[src/hdl/jhip_pkg.sv]
package jhip_pkg;

   localparam int unsigned ByteWidth   = 8;
   localparam int unsigned FieldWidth  = 16;
   localparam int unsigned StatusWidth = 4;

   localparam logic [StatusWidth-1:0] ST_OK        = 4'd0;
   localparam logic [StatusWidth-1:0] ST_NO_SOI    = 4'd1;
   localparam logic [StatusWidth-1:0] ST_NO_MARKER = 4'd2;
   localparam logic [StatusWidth-1:0] ST_UNEXP     = 4'd3;
   localparam logic [StatusWidth-1:0] ST_SEG_LEN   = 4'd4;
   localparam logic [StatusWidth-1:0] ST_SOF_LEN   = 4'd5;
   localparam logic [StatusWidth-1:0] ST_PREC      = 4'd6;
   localparam logic [StatusWidth-1:0] ST_ZERO_H    = 4'd7;
   localparam logic [StatusWidth-1:0] ST_ZERO_W    = 4'd8;
   localparam logic [StatusWidth-1:0] ST_TRUNC     = 4'd9;

   localparam logic [ByteWidth-1:0] MARKER_PREFIX = 8'hFF;
   localparam logic [ByteWidth-1:0] MARKER_SOI    = 8'hD8;
   localparam logic [ByteWidth-1:0] MARKER_SOF0   = 8'hC0;
   localparam logic [ByteWidth-1:0] MARKER_SOF1   = 8'hC1;
   localparam logic [ByteWidth-1:0] MARKER_SOF2   = 8'hC2;
   localparam logic [ByteWidth-1:0] MARKER_SOF9   = 8'hC9;
   localparam logic [ByteWidth-1:0] MARKER_SOF10  = 8'hCA;
   localparam logic [ByteWidth-1:0] MARKER_DQT    = 8'hDB;
   localparam logic [ByteWidth-1:0] MARKER_APP0   = 8'hE0;
   localparam logic [ByteWidth-1:0] MARKER_APP15  = 8'hEF;
   localparam logic [ByteWidth-1:0] SAMPLE_PREC   = 8'd8;
   localparam logic [ByteWidth-1:0] ONE_COMPONENT = 8'd1;

   localparam logic [FieldWidth-1:0] MIN_SEG_LEN = 16'd2;
   localparam logic [FieldWidth-1:0] MIN_SOF_LEN = 16'd11;

   typedef struct packed {
      logic [ByteWidth-1:0] data_byte;
      logic                 start_of_file;
      logic                 end_of_data;
   } req_item_type;

   typedef struct packed {
      logic [StatusWidth-1:0] status;
      logic [FieldWidth-1:0]  pic_width;
      logic [FieldWidth-1:0]  pic_height;
      logic                   is_gray;
      logic [ByteWidth-1:0]   offending_marker;
   } rsp_item_type;

   typedef enum logic [11:0] {
      PH_SOI_FF    = 12'b0000_0000_0001,
      PH_SOI_CODE  = 12'b0000_0000_0010,
      PH_MARK_FF   = 12'b0000_0000_0100,
      PH_MARK_CODE = 12'b0000_0000_1000,
      PH_SEG_LEN   = 12'b0000_0001_0000,
      PH_SKIP      = 12'b0000_0010_0000,
      PH_SOF_LEN   = 12'b0000_0100_0000,
      PH_PREC      = 12'b0000_1000_0000,
      PH_HEIGHT    = 12'b0001_0000_0000,
      PH_WIDTH     = 12'b0010_0000_0000,
      PH_COMP      = 12'b0100_0000_0000,
      PH_DONE      = 12'b1000_0000_0000
   } phase_type;

endpackage

[src/hdl/jhip_req_if.sv]
interface jhip_req_if;
   logic                      valid;
   logic                      ready;
   logic [jhip_pkg::ByteWidth-1:0] data_byte;
   logic                      start_of_file;
   logic                      end_of_data;

   modport source (output valid, output data_byte, output start_of_file,
                   output end_of_data, input ready);
   modport sink (input valid, input data_byte, input start_of_file,
                 input end_of_data, output ready);
endinterface

[src/hdl/jhip_rsp_if.sv]
interface jhip_rsp_if;
   logic                               valid;
   logic                               ready;
   logic [jhip_pkg::StatusWidth-1:0]   status;
   logic [jhip_pkg::FieldWidth-1:0]    pic_width;
   logic [jhip_pkg::FieldWidth-1:0]    pic_height;
   logic                               is_gray;
   logic [jhip_pkg::ByteWidth-1:0]     offending_marker;

   modport source (output valid, output status, output pic_width,
                   output pic_height, output is_gray, output offending_marker,
                   input ready);
   modport sink (input valid, input status, input pic_width,
                 input pic_height, input is_gray, input offending_marker,
                 output ready);
endinterface

[src/hdl/jpeg_header_info_parser.sv]
// JPEG header parser. Bytes of a file arrive one per beat on the req_bus
// channel, with start_of_file on the first byte and end_of_data on an extra
// beat that carries no byte. For each file exactly one beat leaves on the
// rsp_bus channel: a status, the frame width and height, a gray flag and,
// for an unexpected marker, its code. Bytes after that beat are ignored
// until the next start of file.
// The block accepts one byte per cycle while the receiver takes results.
// A byte is taken into the input register and then parsed into the output
// register, from which the result is offered on rsp_bus. The parse state
// is updated combinationally for every byte, which keeps the rate at one.
// Reset puts the parser at the start of a file, so the first file needs no
// start_of_file, and empties both registers. When the receiver holds off,
// the output register keeps its beat, at most one more byte is taken into
// the input register and then req_bus.ready stays low until the result is
// taken.
module jpeg_header_info_parser (
   input  logic       clock,
   input  logic       reset,
   jhip_req_if.sink   req_bus,
   jhip_rsp_if.source rsp_bus
);
   import jhip_pkg::*;

   logic         advance;
   logic         item_valid;
   req_item_type item;
   logic         res_valid;
   rsp_item_type res;

   jhip_in_stage u_in_stage (
      .clock      (clock),
      .reset      (reset),
      .req_bus    (req_bus),
      .advance    (advance),
      .item_valid (item_valid),
      .item       (item)
   );

   jhip_parser u_parser (
      .clock     (clock),
      .reset     (reset),
      .fire      (item_valid && advance),
      .item      (item),
      .res_valid (res_valid),
      .res       (res)
   );

   jhip_out_stage u_out_stage (
      .clock     (clock),
      .reset     (reset),
      .res_valid (res_valid),
      .res       (res),
      .advance   (advance),
      .rsp_bus   (rsp_bus)
   );

endmodule

[src/hdl/jhip_in_stage.sv]
module jhip_in_stage (
   input  logic                   clock,
   input  logic                   reset,
   jhip_req_if.sink               req_bus,
   input  logic                   advance,
   output logic                   item_valid,
   output jhip_pkg::req_item_type item
);
   import jhip_pkg::*;

   logic         valid_ff, valid_in;
   req_item_type item_ff, item_in;
   logic         take;

   assign req_bus.ready = !valid_ff || advance;
   assign take          = req_bus.valid && req_bus.ready;

   always_comb begin
      item_in  = item_ff;
      valid_in = valid_ff;
      if (take) begin
         item_in.data_byte     = req_bus.data_byte;
         item_in.start_of_file = req_bus.start_of_file;
         item_in.end_of_data   = req_bus.end_of_data;
         valid_in              = 1'b1;
      end else if (advance) begin
         valid_in = 1'b0;
      end
   end

   always_ff @(posedge clock) begin
      if (reset) begin
         valid_ff <= 1'b0;
      end else begin
         valid_ff <= valid_in;
      end
      item_ff <= item_in;
   end

   assign item_valid = valid_ff;
   assign item       = item_ff;

endmodule

[src/hdl/jhip_parser.sv]
module jhip_parser (
   input  logic                   clock,
   input  logic                   reset,
   input  logic                   fire,
   input  jhip_pkg::req_item_type item,
   output logic                   res_valid,
   output jhip_pkg::rsp_item_type res
);
   import jhip_pkg::*;

   phase_type              phase_ff, phase_in, ph;
   logic                   bof_ff, bof_in, bof;
   logic [ByteWidth-1:0]   seg_hi_ff, seg_hi_in;
   logic [FieldWidth-1:0]  skip_ff, skip_in;
   logic [FieldWidth-1:0]  height_ff, height_in;
   logic [FieldWidth-1:0]  width_ff, width_in;
   logic [ByteWidth-1:0]   b;
   logic [FieldWidth-1:0]  full_len;
   logic                   finish;
   logic [StatusWidth-1:0] fin_status;
   logic                   is_app;
   logic                   is_sof;

   assign b        = item.data_byte;
   assign full_len = {seg_hi_ff, b};
   assign is_app   = (b >= MARKER_APP0) && (b <= MARKER_APP15);
   assign is_sof   = (b == MARKER_SOF0) || (b == MARKER_SOF1) || (b == MARKER_SOF2) ||
                     (b == MARKER_SOF9) || (b == MARKER_SOF10);

   always_comb begin
      ph         = item.start_of_file ? PH_SOI_FF : phase_ff;
      bof        = item.start_of_file ? 1'b0 : bof_ff;
      phase_in   = ph;
      bof_in     = bof;
      seg_hi_in  = seg_hi_ff;
      skip_in    = skip_ff;
      height_in  = height_ff;
      width_in   = width_ff;
      finish     = 1'b0;
      fin_status = ST_OK;
      res        = '0;
      if (ph == PH_DONE) begin
         phase_in = PH_DONE;
      end else if (item.end_of_data) begin
         finish     = 1'b1;
         fin_status = ST_TRUNC;
      end else begin
         unique case (ph)
            PH_SOI_FF: begin
               if (b != MARKER_PREFIX) begin
                  finish     = 1'b1;
                  fin_status = ST_NO_SOI;
               end else begin
                  phase_in = PH_SOI_CODE;
               end
            end
            PH_SOI_CODE: begin
               if (b == MARKER_SOI) begin
                  phase_in = PH_MARK_FF;
               end else if (b != MARKER_PREFIX) begin
                  finish     = 1'b1;
                  fin_status = ST_NO_SOI;
               end
            end
            PH_MARK_FF: begin
               if (b != MARKER_PREFIX) begin
                  finish     = 1'b1;
                  fin_status = ST_NO_MARKER;
               end else begin
                  phase_in = PH_MARK_CODE;
               end
            end
            PH_MARK_CODE: begin
               if (b != MARKER_PREFIX) begin
                  bof_in = 1'b0;
                  if (is_app || b == MARKER_DQT) begin
                     phase_in = PH_SEG_LEN;
                  end else if (is_sof) begin
                     phase_in = PH_SOF_LEN;
                  end else begin
                     finish               = 1'b1;
                     fin_status           = ST_UNEXP;
                     res.offending_marker = b;
                  end
               end
            end
            PH_SEG_LEN: begin
               if (!bof) begin
                  seg_hi_in = b;
                  bof_in    = 1'b1;
               end else begin
                  bof_in = 1'b0;
                  if (full_len < MIN_SEG_LEN) begin
                     finish     = 1'b1;
                     fin_status = ST_SEG_LEN;
                  end else begin
                     skip_in  = full_len - MIN_SEG_LEN;
                     phase_in = (full_len == MIN_SEG_LEN) ? PH_MARK_FF : PH_SKIP;
                  end
               end
            end
            PH_SKIP: begin
               skip_in = skip_ff - 16'd1;
               if (skip_ff == 16'd1) begin
                  phase_in = PH_MARK_FF;
               end
            end
            PH_SOF_LEN: begin
               if (!bof) begin
                  seg_hi_in = b;
                  bof_in    = 1'b1;
               end else begin
                  bof_in = 1'b0;
                  if (full_len < MIN_SOF_LEN) begin
                     finish     = 1'b1;
                     fin_status = ST_SOF_LEN;
                  end else begin
                     phase_in = PH_PREC;
                  end
               end
            end
            PH_PREC: begin
               if (b != SAMPLE_PREC) begin
                  finish     = 1'b1;
                  fin_status = ST_PREC;
               end else begin
                  phase_in = PH_HEIGHT;
               end
            end
            PH_HEIGHT: begin
               if (!bof) begin
                  height_in = {b, 8'h00};
                  bof_in    = 1'b1;
               end else begin
                  height_in = {height_ff[FieldWidth-1:ByteWidth], b};
                  bof_in    = 1'b0;
                  if (height_in == '0) begin
                     finish     = 1'b1;
                     fin_status = ST_ZERO_H;
                  end else begin
                     phase_in = PH_WIDTH;
                  end
               end
            end
            PH_WIDTH: begin
               if (!bof) begin
                  width_in = {b, 8'h00};
                  bof_in   = 1'b1;
               end else begin
                  width_in = {width_ff[FieldWidth-1:ByteWidth], b};
                  bof_in   = 1'b0;
                  if (width_in == '0) begin
                     finish     = 1'b1;
                     fin_status = ST_ZERO_W;
                  end else begin
                     phase_in = PH_COMP;
                  end
               end
            end
            PH_COMP: begin
               finish         = 1'b1;
               fin_status     = ST_OK;
               res.pic_width  = width_ff;
               res.pic_height = height_ff;
               res.is_gray    = (b == ONE_COMPONENT);
            end
            default: begin
               phase_in = PH_DONE;
            end
         endcase
      end
      if (finish) begin
         phase_in = PH_DONE;
      end
      res.status = fin_status;
   end

   assign res_valid = fire && finish;

   always_ff @(posedge clock) begin
      if (reset) begin
         phase_ff <= PH_SOI_FF;
         bof_ff   <= 1'b0;
      end else if (fire) begin
         phase_ff <= phase_in;
         bof_ff   <= bof_in;
      end
      if (fire) begin
         seg_hi_ff <= seg_hi_in;
         skip_ff   <= skip_in;
         height_ff <= height_in;
         width_ff  <= width_in;
      end
   end

   a_done_is_silent : assert property (@(posedge clock) disable iff (reset)
      fire && phase_ff == PH_DONE && !item.start_of_file |-> !res_valid)
      else $error("Result produced after the file was already reported.");

   a_ok_has_size : assert property (@(posedge clock) disable iff (reset)
      res_valid && res.status == ST_OK |-> res.pic_width != '0 && res.pic_height != '0)
      else $error("Successful result carries a zero dimension.");

   a_result_ends_file : assert property (@(posedge clock) disable iff (reset)
      res_valid |=> phase_ff == PH_DONE)
      else $error("Parser did not settle after reporting a result.");

   a_skip_nonzero : assert property (@(posedge clock) disable iff (reset)
      phase_ff == PH_SKIP |-> skip_ff != '0)
      else $error("Skip phase entered with nothing left to skip.");

endmodule

[src/hdl/jhip_out_stage.sv]
module jhip_out_stage (
   input  logic                   clock,
   input  logic                   reset,
   input  logic                   res_valid,
   input  jhip_pkg::rsp_item_type res,
   output logic                   advance,
   jhip_rsp_if.source             rsp_bus
);
   import jhip_pkg::*;

   logic         valid_ff, valid_in;
   rsp_item_type item_ff, item_in;

   assign advance = !valid_ff || rsp_bus.ready;

   always_comb begin
      valid_in = valid_ff;
      item_in  = item_ff;
      if (advance) begin
         valid_in = res_valid;
         item_in  = res;
      end
   end

   always_ff @(posedge clock) begin
      if (reset) begin
         valid_ff <= 1'b0;
      end else begin
         valid_ff <= valid_in;
      end
      item_ff <= item_in;
   end

   assign rsp_bus.valid            = valid_ff;
   assign rsp_bus.status           = item_ff.status;
   assign rsp_bus.pic_width        = item_ff.pic_width;
   assign rsp_bus.pic_height       = item_ff.pic_height;
   assign rsp_bus.is_gray          = item_ff.is_gray;
   assign rsp_bus.offending_marker = item_ff.offending_marker;

endmodule
[src/flat_wrapper.sv]
// flat-port wrapper written by rule: the top's interface ports become plain ports
module jpeg_header_info_parser_flat import jhip_pkg::*;
  (clock, reset, req_bus_valid, req_bus_data_byte, req_bus_start_of_file, req_bus_end_of_data, req_bus_ready, rsp_bus_valid, rsp_bus_status, rsp_bus_pic_width, rsp_bus_pic_height, rsp_bus_is_gray, rsp_bus_offending_marker, rsp_bus_ready);
  jhip_req_if req_bus_i ();
  jhip_rsp_if rsp_bus_i ();
  input  logic clock;
  input  logic reset;
  input wire logic [$bits(req_bus_i.valid)-1:0] req_bus_valid;
  input wire logic [$bits(req_bus_i.data_byte)-1:0] req_bus_data_byte;
  input wire logic [$bits(req_bus_i.start_of_file)-1:0] req_bus_start_of_file;
  input wire logic [$bits(req_bus_i.end_of_data)-1:0] req_bus_end_of_data;
  output wire logic [$bits(req_bus_i.ready)-1:0] req_bus_ready;
  output wire logic [$bits(rsp_bus_i.valid)-1:0] rsp_bus_valid;
  output wire logic [$bits(rsp_bus_i.status)-1:0] rsp_bus_status;
  output wire logic [$bits(rsp_bus_i.pic_width)-1:0] rsp_bus_pic_width;
  output wire logic [$bits(rsp_bus_i.pic_height)-1:0] rsp_bus_pic_height;
  output wire logic [$bits(rsp_bus_i.is_gray)-1:0] rsp_bus_is_gray;
  output wire logic [$bits(rsp_bus_i.offending_marker)-1:0] rsp_bus_offending_marker;
  input wire logic [$bits(rsp_bus_i.ready)-1:0] rsp_bus_ready;
  assign req_bus_i.valid = req_bus_valid;
  assign req_bus_i.data_byte = req_bus_data_byte;
  assign req_bus_i.start_of_file = req_bus_start_of_file;
  assign req_bus_i.end_of_data = req_bus_end_of_data;
  assign req_bus_ready = req_bus_i.ready;
  assign rsp_bus_valid = rsp_bus_i.valid;
  assign rsp_bus_status = rsp_bus_i.status;
  assign rsp_bus_pic_width = rsp_bus_i.pic_width;
  assign rsp_bus_pic_height = rsp_bus_i.pic_height;
  assign rsp_bus_is_gray = rsp_bus_i.is_gray;
  assign rsp_bus_offending_marker = rsp_bus_i.offending_marker;
  assign rsp_bus_i.ready = rsp_bus_ready;
  jpeg_header_info_parser u_core (.clock(clock), .reset(reset), .req_bus(req_bus_i), .rsp_bus(rsp_bus_i));
endmodule
[config.mk]
export PLATFORM = sky130hd
export DESIGN_NAME = jpeg_header_info_parser_flat
export DESIGN_NICKNAME = d
export VERILOG_FILES = /design/src/hdl/jhip_pkg.sv /design/src/hdl/jhip_req_if.sv /design/src/hdl/jhip_rsp_if.sv /design/src/hdl/jpeg_header_info_parser.sv /design/src/hdl/jhip_in_stage.sv /design/src/hdl/jhip_parser.sv /design/src/hdl/jhip_out_stage.sv /design/src/flat_wrapper.sv
export SDC_FILE = /design/constraint.sdc
export NUM_CORES = 1
export LEC_CHECK = 0
export BUFFER_PORTS_ARGS = -buffer_cell sky130_fd_sc_hd__buf_2
export CORE_UTILIZATION = 53
export CTS_CLUSTER_SIZE = 28
export DETAILED_ROUTE_END_ITERATION = 10
export PLACE_DENSITY = 0.86
export SLEW_MARGIN = 20
export SYNTH_ARGS = -nofsm -noshare
export SYNTH_HDL_FRONTEND = slang
export SYNTH_HIERARCHICAL = 1
export SYNTH_SLANG_ARGS = --single-unit
[constraint.sdc]
create_clock -name clock -period 3.2 [get_ports clock]
set_clock_uncertainty 0.05 [all_clocks]
set_input_delay 0.48 -clock clock [delete_from_list [all_inputs] [get_ports clock]]
set_output_delay 0.48 -clock clock [all_outputs]
set_load 0.02 [all_outputs]
==> results of run 1 <==
power groups by stage:
| stage | logic [W] | registers (W) | clock network [W] |
|---|---|---|---|
| final | 0.000189 | 0.00184 | 0.00201 |
| after global placement | 0.000181 | 0.00187 | 0 |
| after detailed placement | 0.000184 | 0.00187 | 0 |
| after floorplan | 0.0000895 | 0.00189 | 0 |
| after global routing | 0.000202 | 0.00184 | 0.00209 |
| after CTS | 0.000186 | 0.00184 | 0.00202 |
worst max-delay path, stage by stage (launching register included):
cell     delay, ns
dfxtp_1       0.38
or3_1         0.41
or4_4         0.51
o32ai_1       0.43
o21a_1        0.19
nor3_1        0.04
buf_4         0.20
a31o_1        0.25
nor2_1        0.10
inv_1         0.06
a21oi_2       0.10
state kept, by name, indices dropped and copies added (netlist names):
| name | flops |
|---|---|
| u_core/u_out_stage/rsp_bus.status | 4 |
| u_core/u_out_stage/rsp_bus.offending_marker | 8 |
| u_core/u_out_stage/rsp_bus.pic_height | 16 |
| u_core/u_parser/skip_ff | 16 |
| u_core/u_parser/phase_ff | 12 |
| u_core/u_in_stage/item_valid | 1 |
| u_core/u_out_stage/rsp_bus.pic_width | 16 |
| u_core/u_out_stage/rsp_bus.valid | 1 |
| u_core/u_parser/width_ff | 16 |
| u_core/u_out_stage/rsp_bus.is_gray | 1 |
| u_core/u_in_stage/item | 10 |
| u_core/u_parser/bof_ff | 1 |
| u_core/u_parser/height_ff | 16 |
| u_core/u_parser/seg_hi_ff | 8 |
layer usage:
layer | track usage, % | wire length (um)
met1 | 33.76 | 5891
met2 | 47.11 | 7615
met3 | 5.081 | 1138
met4 | 13.90 | 531
met5 | 0 | 0
path summary, 6_finish.rpt:
check / slack, ns / to / from / depth (start not counted)
worst max-delay path: 0.42 / u_core/u_out_stage/rsp_bus.valid$_SDFFE_PP0P_ / u_core/u_parser/phase_ff[2]$_SDFFE_PP0P_ / 10
worst min-delay path: 0.19 / u_core/u_in_stage/item[8]$_DFFE_PP_ / req_bus_data_byte[6] / 1
worst max register to register: 0.42 / u_core/u_out_stage/rsp_bus.valid$_SDFFE_PP0P_ / u_core/u_parser/phase_ff[2]$_SDFFE_PP0P_ / 10
worst min register to register: 0.45 / u_core/u_in_stage/item_valid$_SDFFE_PP0P_ / u_core/u_in_stage/item_valid$_SDFFE_PP0P_ / 2
area by class of cell:
class / instances / area [um^2]
Fill cell: 805 / 3765
Sequential cell: 126 / 3633
Multi-Input combinational cell: 345 / 2211
Timing Repair Buffer: 91 / 533.0
Clock buffer: 18 / 429.2
Clock inverter: 13 / 187.7
Tap cell: 140 / 175.2
Inverter: 13 / 48.80
per-stage QoR:
step | power, W | cell area [um^2] | setup WS [ns]
after floorplan | 0.001980 | 6038 | 0.3622
after global placement | 0.002051 | 6601 | 0.4954
after detailed placement | 0.002057 | 6601 | 0.4699
after CTS | 0.004048 | 7218 | 0.4567
after global routing | 0.004135 | 7218 | 0.2868
final | 0.004037 | 7218 | 0.4235
cells by family after synthesis:
logic type,Yosys count,synth area share [%]
and+or+nand+nor,225,21.82
DFF,126,60.22
muxes,1,0.1659
adders and majority gates,4,0.8296
buffers and inverters,42,3.297
AOI/OAI and AO/OA,89,9.892
xor gates and xnor gates,26,3.774
cell usage in the layout (no fill, tap or decap), types with 3 or more instances in the layout:
master        n
buf_2        60
and4_1        3
clkinvlp_4    3
or3_1         6
clkbuf_16    17
nor4_1       14
and4_2        3
inv_6         3
and3_1        8
o32ai_1       4
a31oi_1       5
inv_1        13
nand3_1      14
a21boi_0      3
ha_1          4
nor2_1       50
a32oi_1       4
buf_4        31
and2_1       44
xor2_1       16
a211oi_1      3
nand4_1       9
nor3b_1       3
a21o_1        3
dfxtp_1      15
o31ai_1       3
edfxtp_1    111
nor3_1       14
nand2_1      23
nor4b_1       9
a21oi_1      28
xnor2_1      10
o21ai_0      13
bufinv_16     4
==> flow_summary.yaml, run 1 <==
status:
  outcome: "finished clean"
yosys:
  synth_ff_type: "edfxtp_1"
  syn_nets: 531
  synthArstFlopShare_pct: 0
  synth_common_cells: "111 x edfxtp_1, 50 x nor2_1, 44 x and2_1"
  yosysTopAreaCellShare_pct: 55.25
  ys_types: 68
  ys_warn_count: 6
  synth_top_cell_by_area: "edfxtp_1"
  synthesis.area_um2: 6033
  synth_area_leaders: "edfxtp_1 55%, dfxtp_1 5.0%, and2_1 4.6%, nor2_1 3.1%, a21oi_1 2.3%"
  syn_inst: 513
  ys_ff_latch: 126
  synth-edff-count: 111
  avgSynthCellArea_um2: 11.76
  synth_most_common_cell: "edfxtp_1"
  yosysSeqAreaShare_pct: 60.22
grt:
  grt_max_degree: 48
  grt_first_pass_wirelength_um: 24030
  grt_pass1_vias: 4574
  grtUsageTotal_pct: 27.67
  antenna_found_initial: 0
  grt_overflow: 0
power:
  p_sw_share_pct: 21.25
  clkPwrFrac_pct: 49.8
  p_comb_share_pct: 4.7
  cellPowerDensity_nw_per_um2: 559.3
  p_int_w: 0.003179
  p_leak_nw: 2.821
  power.switching_w: 0.0008580
  p_seq_share_pct: 45.5
  vdd.ir_drop.worst_mv: 0.3440
critical_path:
  critPathArrivalTime_ns: 3.08
  worstPathMaxFanout: 11
  path_class: "register to register"
  cp_data_required_time_ns: 3.51
  end_kind: "register"
  startpoint_type: "register"
routing:
  drc_errors: 0
  via_count: 4641
  postRouteAntennaNets: 0
  wl_per_cell_um: 20.34
  drt_wl_total_um: 15180
  viasPerCell: 6.221
  drt_iter0_drc: 350
  first_pass_iters: 5
sta:
  fmax_mhz: 360.2
  worst_slew_pin_slew_ns: 0.6921
  totalNegativeSetupSlack_ns: 0
  finalMaxSlewViolations: 0
  hold_viol: 0
  rsz0062_at_grt: "no"
  fin_crit_ns: 2.776
  slew_headroom_pct: 53.13
  setup_viol: 0
  holdWs_ns: 0.1874
  fin_crit_sh_pct: 86.76
floorplanning:
  core_area_um2: 10980
  die-area_um2: 11810
  start_util_pct: 54.93
  pin_count: 61
  placementRows: 38
  die_h_um: 108.7
  die_x_um: 108.7
cells_and_area:
  nets: 612
  stdcell_count: 746
  final_layout_size_suffix_gt1_share_pct: 23.43
  antenna_cells: 0
  synthToLayoutAreaGrowth_pct: 19.64
  post-route-util_pct: 65.72
placed_design:
  hpwl_um: 10170
  place.port_buffers: 60
  place_inst: 715
  globalplace.congestion: 0.9574
clocking:
  clockBufferDepth: 2
  cts.sinks: 126
  path_clk_slew_ns: 0.06
  tritoncts: "yes"
  cts-buffers-inserted: 17
  root_buffer: "clkbuf_16"
  hold_buffers: 0
  postCtsSetupBuffers: 0
  clk_latency_ns: 0.42
  ctsHtreeMaxLevel: 4
  cts.repair.resized: 0
run:
  max_cap_violations: 0
worst_hold_path:
  min_path_type: "input pin to register"
No activity file was read; power rests on OpenSTA's default activity.
==> run 2, diff against run 1 <==
- BUFFER_PORTS_ARGS: -buffer_cell sky130_fd_sc_hd__buf_2 -> -buffer_cell sky130_fd_sc_hd__clkbuf_2
==> run 2 against run 1 <==
Net effect: non-clock buffer count fell by 1; core utilization up 0.18 points; largest cell class unchanged; die area did not move; critical path depth unchanged; highest routed layer unchanged; sequential share of layout area is 0.14 points lower; register-to-register slack worse by 0.05 ns; cell count is the same; design area grew 0.28%; sequential cell count stayed put; sequential power hardly changed; combinational power about the same.
==> flow_summary.yaml, run 2 (same netlist as run 1, synthesis figures left out) <==
status:
  outcome: "finished clean"
sta:
  worst_slew_pin_slew_ns: 0.7486
  finalMaxSlewViolations: 0
  holdWs_ns: 0.1825
  setup_slack_ns: 0.3702
  fin_crit_sh_pct: 88.43
  totalNegativeSetupSlack_ns: 0
  rsz0062_at_grt: "no"
  slew_headroom_pct: 49.30
  fin_crit_ns: 2.830
  setup_viol: 0
  fmax_mhz: 353.4
  hold_viol: 0
clocking:
  tritoncts: "yes"
  ctsHtreeMaxLevel: 4
  cts.repair.resized: 0
  path_clk_slew_ns: 0.06
  root_buffer: "clkbuf_16"
  postCtsSetupBuffers: 0
  cts-buffers-inserted: 17
  cts.sinks: 126
  hold_buffers: 0
  clockBufferDepth: 2
  clk_latency_ns: 0.42
routing:
  via_count: 4624
  drt_wl_total_um: 14830
  first_pass_iters: 5
  drt_iter0_drc: 397
  postRouteAntennaNets: 0
  viasPerCell: 6.198
  wl_per_cell_um: 19.88
  drc_errors: 0
worst_hold_path:
  min_path_type: "input pin to register"
power:
  cellPowerDensity_nw_per_um2: 569.9
  vdd.ir_drop.worst_mv: 0.4066
  finalPower_w: 0.004125
  p_leak_nw: 2.802
placed_design:
  globalplace.congestion: 0.9666
  pre_cts_ws_ns: 0.4658
  hpwl_um: 10040
  place.port_buffers: 60
  place_area_um2: 6594
critical_path:
  path_class: "register to register"
  startpoint_type: "register"
  worstPathMaxFanout: 11
  critPathArrivalTime_ns: 3.13
  end_kind: "register"
  cp_data_required_time_ns: 3.50
cells_and_area:
  nets: 611
  final_layout_size_suffix_gt1_share_pct: 22.94
  synthToLayoutAreaGrowth_pct: 19.97
  final_cell_mix: "111 x edfxtp_1, 60 x clkbuf_2, 50 x nor2_1"
  multiInputGateArea_um2: 2211
  nFillCells: 780
  fin_area_um2: 7238
  antenna_cells: 0
  final_common_cell: "edfxtp_1"
  seqCellArea_um2: 3633
floorplanning:
  placementRows: 38
  start_util_pct: 54.93
  die_x_um: 108.7
  pin_count: 61
  die-area_um2: 11810
  core_area_um2: 10980
  die_h_um: 108.7
grt:
  grt_pass1_vias: 4414
  grt_max_degree: 48
  grt_first_pass_wirelength_um: 23460
  grtUsageTotal_pct: 27.29
  antenna_found_initial: 0
  grt_overflow: 0
run:
  max_cap_violations: 0
run 2: cell types whose count changed in the layout (fill, tap and decap cells not counted), sizes merged:
cell      before  now
buf           91   30
bufinv         4    5
clkinvlp       3    1
clkinv         3    4
clkbuf        18   79
run 2: path summary, 6_finish.rpt:
path                                              from                                             to  slack (ns)  depth (start not counted)
max             u_core/u_parser/seg_hi_ff[2]$_DFFE_PP_  u_core/u_out_stage/rsp_bus.valid$_SDFFE_PP0P_        0.37                         10
min                                req_bus_end_of_data            u_core/u_in_stage/item[0]$_DFFE_PP_        0.18                          1
max reg2reg     u_core/u_parser/seg_hi_ff[2]$_DFFE_PP_  u_core/u_out_stage/rsp_bus.valid$_SDFFE_PP0P_        0.37                         10
min reg2reg  u_core/u_in_stage/item_valid$_SDFFE_PP0P_      u_core/u_in_stage/item_valid$_SDFFE_PP0P_        0.45                          2
run 2: layout make-up:
type	count	area share, %
multi-input combinational	345	30.54
sequential	126	50.20
clock buffer	19	5.981
clock inverter	13	2.921
inverter	13	0.6742
timing repair buffer	90	7.260
tap	140	2.420
run 2: stage by stage:
step,utilization (%),instances
finish,65.90,746
global route,65.90,746
CTS,65.90,746
detailed placement,60.04,714
global placement,60.04,714
floorplan,-,513
run 2: worst max-delay path, cell delays in order (launching register included):
cell	delay, ns
edfxtp_1	0.47
nor4_1	0.50
o2111ai_1	0.33
o32ai_1	0.47
o21a_1	0.20
nor3_1	0.05
buf_4	0.19
a31o_1	0.25
nor2_1	0.10
inv_1	0.06
a21oi_2	0.10
run 2: layer usage:
metal	GRT usage [%]	share of wire, %
met3	5.559	8.8
met4	14.29	2.9
met2	44.35	49
met1	34.56	39
met5	0	0
run 2: report_power, final:
group          switching, W  total, W  internal (W)
Combinational      0.000123  0.000186     0.0000631
Clock              0.000712   0.00210       0.00139
Sequential        0.0000280   0.00184       0.00181
